==> config.mk <==
export PLATFORM = sky130hd
export DESIGN_NAME = knn_cell
export DESIGN_NICKNAME = d
export VERILOG_FILES = /design/src/rtl/core/knn_pkg.sv /design/src/rtl/core/knn_cell.sv
export SDC_FILE = /design/constraint.sdc
export NUM_CORES = 1
export LEC_CHECK = 0
export ABC_AREA = 1
export BUFFER_PORTS_ARGS = -buffer_cell sky130_fd_sc_hd__buf_2
export CAP_MARGIN = 0
export CORE_UTILIZATION = 38
export DETAILED_ROUTE_END_ITERATION = 10
export GPL_ROUTABILITY_DRIVEN = 0
export GPL_TIMING_DRIVEN = 0
export PLACE_DENSITY = 0.71
export SLEW_MARGIN = 20
export SYNTH_ARGS = -nofsm -noshare
export SYNTH_HDL_FRONTEND = slang
export SYNTH_SLANG_ARGS = --single-unit
==> constraint.sdc <==
create_clock -name i_clk -period 7.05 [get_ports i_clk]
set_clock_uncertainty 0.1 [all_clocks]
set_input_delay 1.41 -clock i_clk [delete_from_list [all_inputs] [get_ports i_clk]]
set_output_delay 1.41 -clock i_clk [all_outputs]
set_load 0.01 [all_outputs]
==> src/rtl/core/knn_pkg.sv <==
package knn_pkg;

    localparam int MaxTrain     = 1024;
    localparam int MaxFeatures  = 16;
    localparam int NumClasses   = 16;
    localparam int MaxK         = 16;
    localparam int FeatureBits  = 16;

    localparam int TrainAw  = $clog2(MaxTrain);
    localparam int FeatAw   = $clog2(MaxFeatures);
    localparam int MemAw    = TrainAw + FeatAw;
    localparam int CntW     = TrainAw + 1;
    localparam int DistW    = 2 * FeatureBits + FeatAw;
    localparam int KAw      = $clog2(MaxK);

    localparam logic [1:0] ModeClear  = 2'd0;
    localparam logic [1:0] ModeTrain  = 2'd1;
    localparam logic [1:0] ModeQuery  = 2'd2;
    localparam logic [1:0] ModeUnused = 2'd3;

    localparam logic [1:0] RegFeatureCount   = 2'd0;
    localparam logic [1:0] RegNeighbourCount = 2'd1;

    typedef struct packed {
        logic [1:0]  mode;
        logic signed [15:0] feature_value;
        logic [3:0]  class_label;
    } t_in_item;

    typedef struct packed {
        logic [3:0] predicted_class;
        logic [4:0] winning_votes;
        logic [4:0] neighbours_used;
    } t_out_item;

    typedef enum logic [2:0] {
        S_IDLE,
        S_SCAN,
        S_DRAIN,
        S_VOTE,
        S_OUT
    } t_state;

    // one candidate moving down the sorted cell row
    typedef struct packed {
        logic              valid;
        logic [DistW-1:0]  distance;
        logic [TrainAw-1:0] idx;
        logic [3:0]        label;
    } t_cand;

endpackage

==> src/rtl/core/knn_cell.sv <==
module knn_cell
    import knn_pkg::*;
(
    input  logic  i_clk,
    input  logic  i_rst_n,
    input  logic  i_clr,
    input  logic  i_enable,
    input  t_cand i_cand,
    output t_cand o_cand,
    output t_cand o_held
);
    t_cand r_held;
    t_cand r_pass;
    logic  w_take;

    // strict less keeps the earlier (lower index) entry on ties
    assign w_take = i_cand.valid && (!r_held.valid || (i_cand.distance < r_held.distance));

    always_ff @(posedge i_clk) begin
        if (!i_rst_n || i_clr) begin
            r_held.valid <= 1'b0;
            r_pass.valid <= 1'b0;
        end else if (w_take && i_enable) begin
            r_held <= i_cand;
            r_pass <= r_held;
        end else begin
            r_pass <= i_cand;
        end
    end

    assign o_cand = r_pass;
    assign o_held = r_held;
endmodule
==> flow_metrics.py <==
metrics = {
    "synth": {
        "ys_warn_count": 0,
        "syn-num-nets": 539,
        "synthTopCellsByArea": "edfxtp_1 (63%), nand2_1 (12%), ha_1 (9.1%), nand3_1 (5.2%), inv_1 (4.1%)",
        "synth_top_area_share_pct": 62.5,
        "synth_area_mm2": 0.00480,
        "synth_seq_area_share_pct": 63.3,
        "avgSynthCellArea_um2": 10.7,
        "yosys.area.top_type": "edfxtp_1",
        "syn_inst": 449,
        "synth_seq_cells": 102,
        "synth.distinct_cells": 17,
    },
    "floorplan": {
        "ioPinCount": 157,
        "die_width_um": 114,
        "core_mm2": 0.0122,
        "start_util_pct": 39.5,
        "fp-row-count": 40,
        "die-area_mm2": 0.0131,
        "die_h_um": 114,
    },
    "cts": {
        "cts_tree": "built",
        "clk_latency_ns": 0.35,
        "root_buffer": "clkbuf_16",
        "numCtsBuffers": 9,
        "cts_resized": 0,
        "path_clk_slew_ns": 0.07,
        "max-clock-path-buffers": 2,
        "cts_sinks": 102,
        "h-tree-depth": 3,
        "postCtsHoldBufs": 0,
        "post-cts-setup-buffer-count": 0,
    },
    "sta": {
        "finalHoldViolCount": 0,
        "post-route-period-util_pct": 54.2,
        "fin_hold_ws_ns": 0.458,
        "rsz0062_at_grt": "false",
        "setup_slack_ns": 3.23,
        "worstMarginPinSlew_ns": 0.559,
        "min_period_ns": 3.82,
        "drv_slew": 0,
        "finalSetupTns_ns": 0,
        "slew_headroom_pct": 62.6,
        "setup_viol": 0,
        "fmax_ghz": 0.262,
    },
    "placement": {
        "dp_hpwl_um": 8280,
        "detailed_place.area_mm2": 0.00591,
        "pre_cts_slack_ns": 2.80,
        "placed_cells": 777,
        "port_buffers": 156,
    },
    "worst_setup_path": {
        "end_kind": "flop",
        "rrSetupSlack_ns": 3.98,
        "critPathKind": "input pin to flop",
        "r2r-start": "o_held[37]",
        "reg2reg_depth": 18,
        "cp.arrival_ns": 3.78,
        "critPathMaxFanout": 20,
        "timing.rr.end": "o_held[24]",
        "startpoint_type": "input pin",
        "cp.required_ns": 7.01,
    },
    "worst_hold_path": {
        "hold_path_class": "flop to flop",
        "hold_depth": 2,
        "hp-start": "o_held[50]",
        "min_to": "o_held[50]",
    },
    "layout": {
        "fillers": 1085,
        "num_antenna_cells": 0,
        "area_growth_pct": 28.6,
        "ff_latch_area_mm2": 0.00304,
        "nets": 710,
        "utilization_pct": 50.8,
        "fin_cells": 793,
        "design_area_mm2": 0.00618,
        "multi_input_area_mm2": 0.00148,
        "drive_gt1_share_pct": 30.1,
    },
    "global_routing": {
        "grt_pass1_wl_um": 18200,
        "grt_max_degree": 27,
        "grt-ovfl-total": 0,
        "antenna_found_initial": 0,
        "grt_pass1_vias": 3635,
        "grtUsageTotal_pct": 18.4,
    },
    "power": {
        "ir_drop_mv": 0.0947,
        "finalPower_mw": 1.30,
        "power.density_mw_per_mm2": 210,
        "total_leakage_power_nw": 2.96,
    },
    "drt": {
        "drc": 0,
        "drtPass1Iterations": 4,
        "ant_nets": 0,
        "drt_iter0_drc": 244,
        "routed_wl_um": 11400,
        "num_vias": 3715,
        "via_per_inst": 4.68,
        "wire_per_inst_um": 14.4,
    },
    "status": {
        "status": "complete, no violations",
    },
    "flow_run": {
        "cap_violations": 0,
    },
}
cells in the final DEF, fill, tap and decap left out, drive strengths merged:
master / n
o21ai: 3
dfxtp: 2
clkinvlp: 1
nor2: 22
a21o: 3
clkbuf: 15
buf: 170
a21oi: 11
nand2: 153
nand3: 50
clkinv: 6
edfxtp: 100
ha: 35
inv: 52
a21boi: 2
report_power, final:
part	total (mW)	switching, mW	internal (mW)
Clock	0.464	0.226	0.239
Sequential	0.698	0.00704	0.691
Combinational	0.137	0.0818	0.0555
worst max path at each step:
stage | slack, ns | end | depth (start not counted) | start
2_1_floorplan | 0.41 | o_held[0] | 4 | i_rst_n
3_3_place_gp | -2.28 | o_held[13] | 5 | i_rst_n
3_5_place_dp | 2.80 | o_held[23] | 14 | i_cand[49]
4_1_cts | 3.16 | o_held[30] | 15 | i_cand[49]
5_1_grt | 2.91 | o_held[30] | 18 | i_cand[37]
6_report | 3.23 | o_held[24] | 18 | i_cand[37]
routing by layer:
layer | up-vias | share of wire, % | GRT usage (%)
met4 | 0 | 1.6 | 7.62
met3 | 16 | 5.5 | 3.28
met2 | 135 | 48 | 30.7
met5 | - | 0 | 0
met1 | 1723 | 45 | 23.5
li1 | 1841 | - | -
logic make-up after synthesis:
logic type | synth area share [%]
AOI/OAI and AO/OA | 2.24
adders and majority gates | 9.11
buffers and inverters | 6.22
DFF | 63.3
and+or+nand+nor | 19.1
worst max-delay path, cell delays in order:
cell and delay (ns):
buf_2 0.12, ha_1 0.31, nand2_1 0.11, inv_1 0.05, nand2_1 0.06, nand2_1 0.06, nand2_1 0.06, nand2_1 0.05
nand2_1 0.05, nand2_1 0.06, nor2_1 0.08, nand2_1 0.06, nand2_2 0.14, nand2_4 0.12, buf_6 0.17, nor2_4 0.44
buf_16 0.23, buf_16 0.18
flip-flops by register name (all words and copies together) (netlist names):
signal,cells
o_held,51
o_cand,51
Yosys cell counts (all sizes together):
library cell / number
clkbuf: 5
nand3: 50
a21boi: 2
nor2: 22
clkinv: 1
buf: 10
nand2: 153
a21o: 3
dfxtp: 2
ha: 35
a21oi: 11
edfxtp: 100
inv: 52
o21ai: 3
final cells by class:
| type | instances | area share (%) |
|---|---|---|
| Buffer | 15 | 1.62 |
| Clock buffer | 10 | 3.70 |
| Clock inverter | 6 | 0.628 |
| Inverter | 53 | 3.22 |
| Multi-Input combinational cell | 279 | 23.9 |
| Sequential cell | 102 | 49.2 |
| Tap cell | 168 | 3.40 |
| Timing Repair Buffer | 160 | 14.3 |
Note: power is estimated with default switching activity, not from simulation.
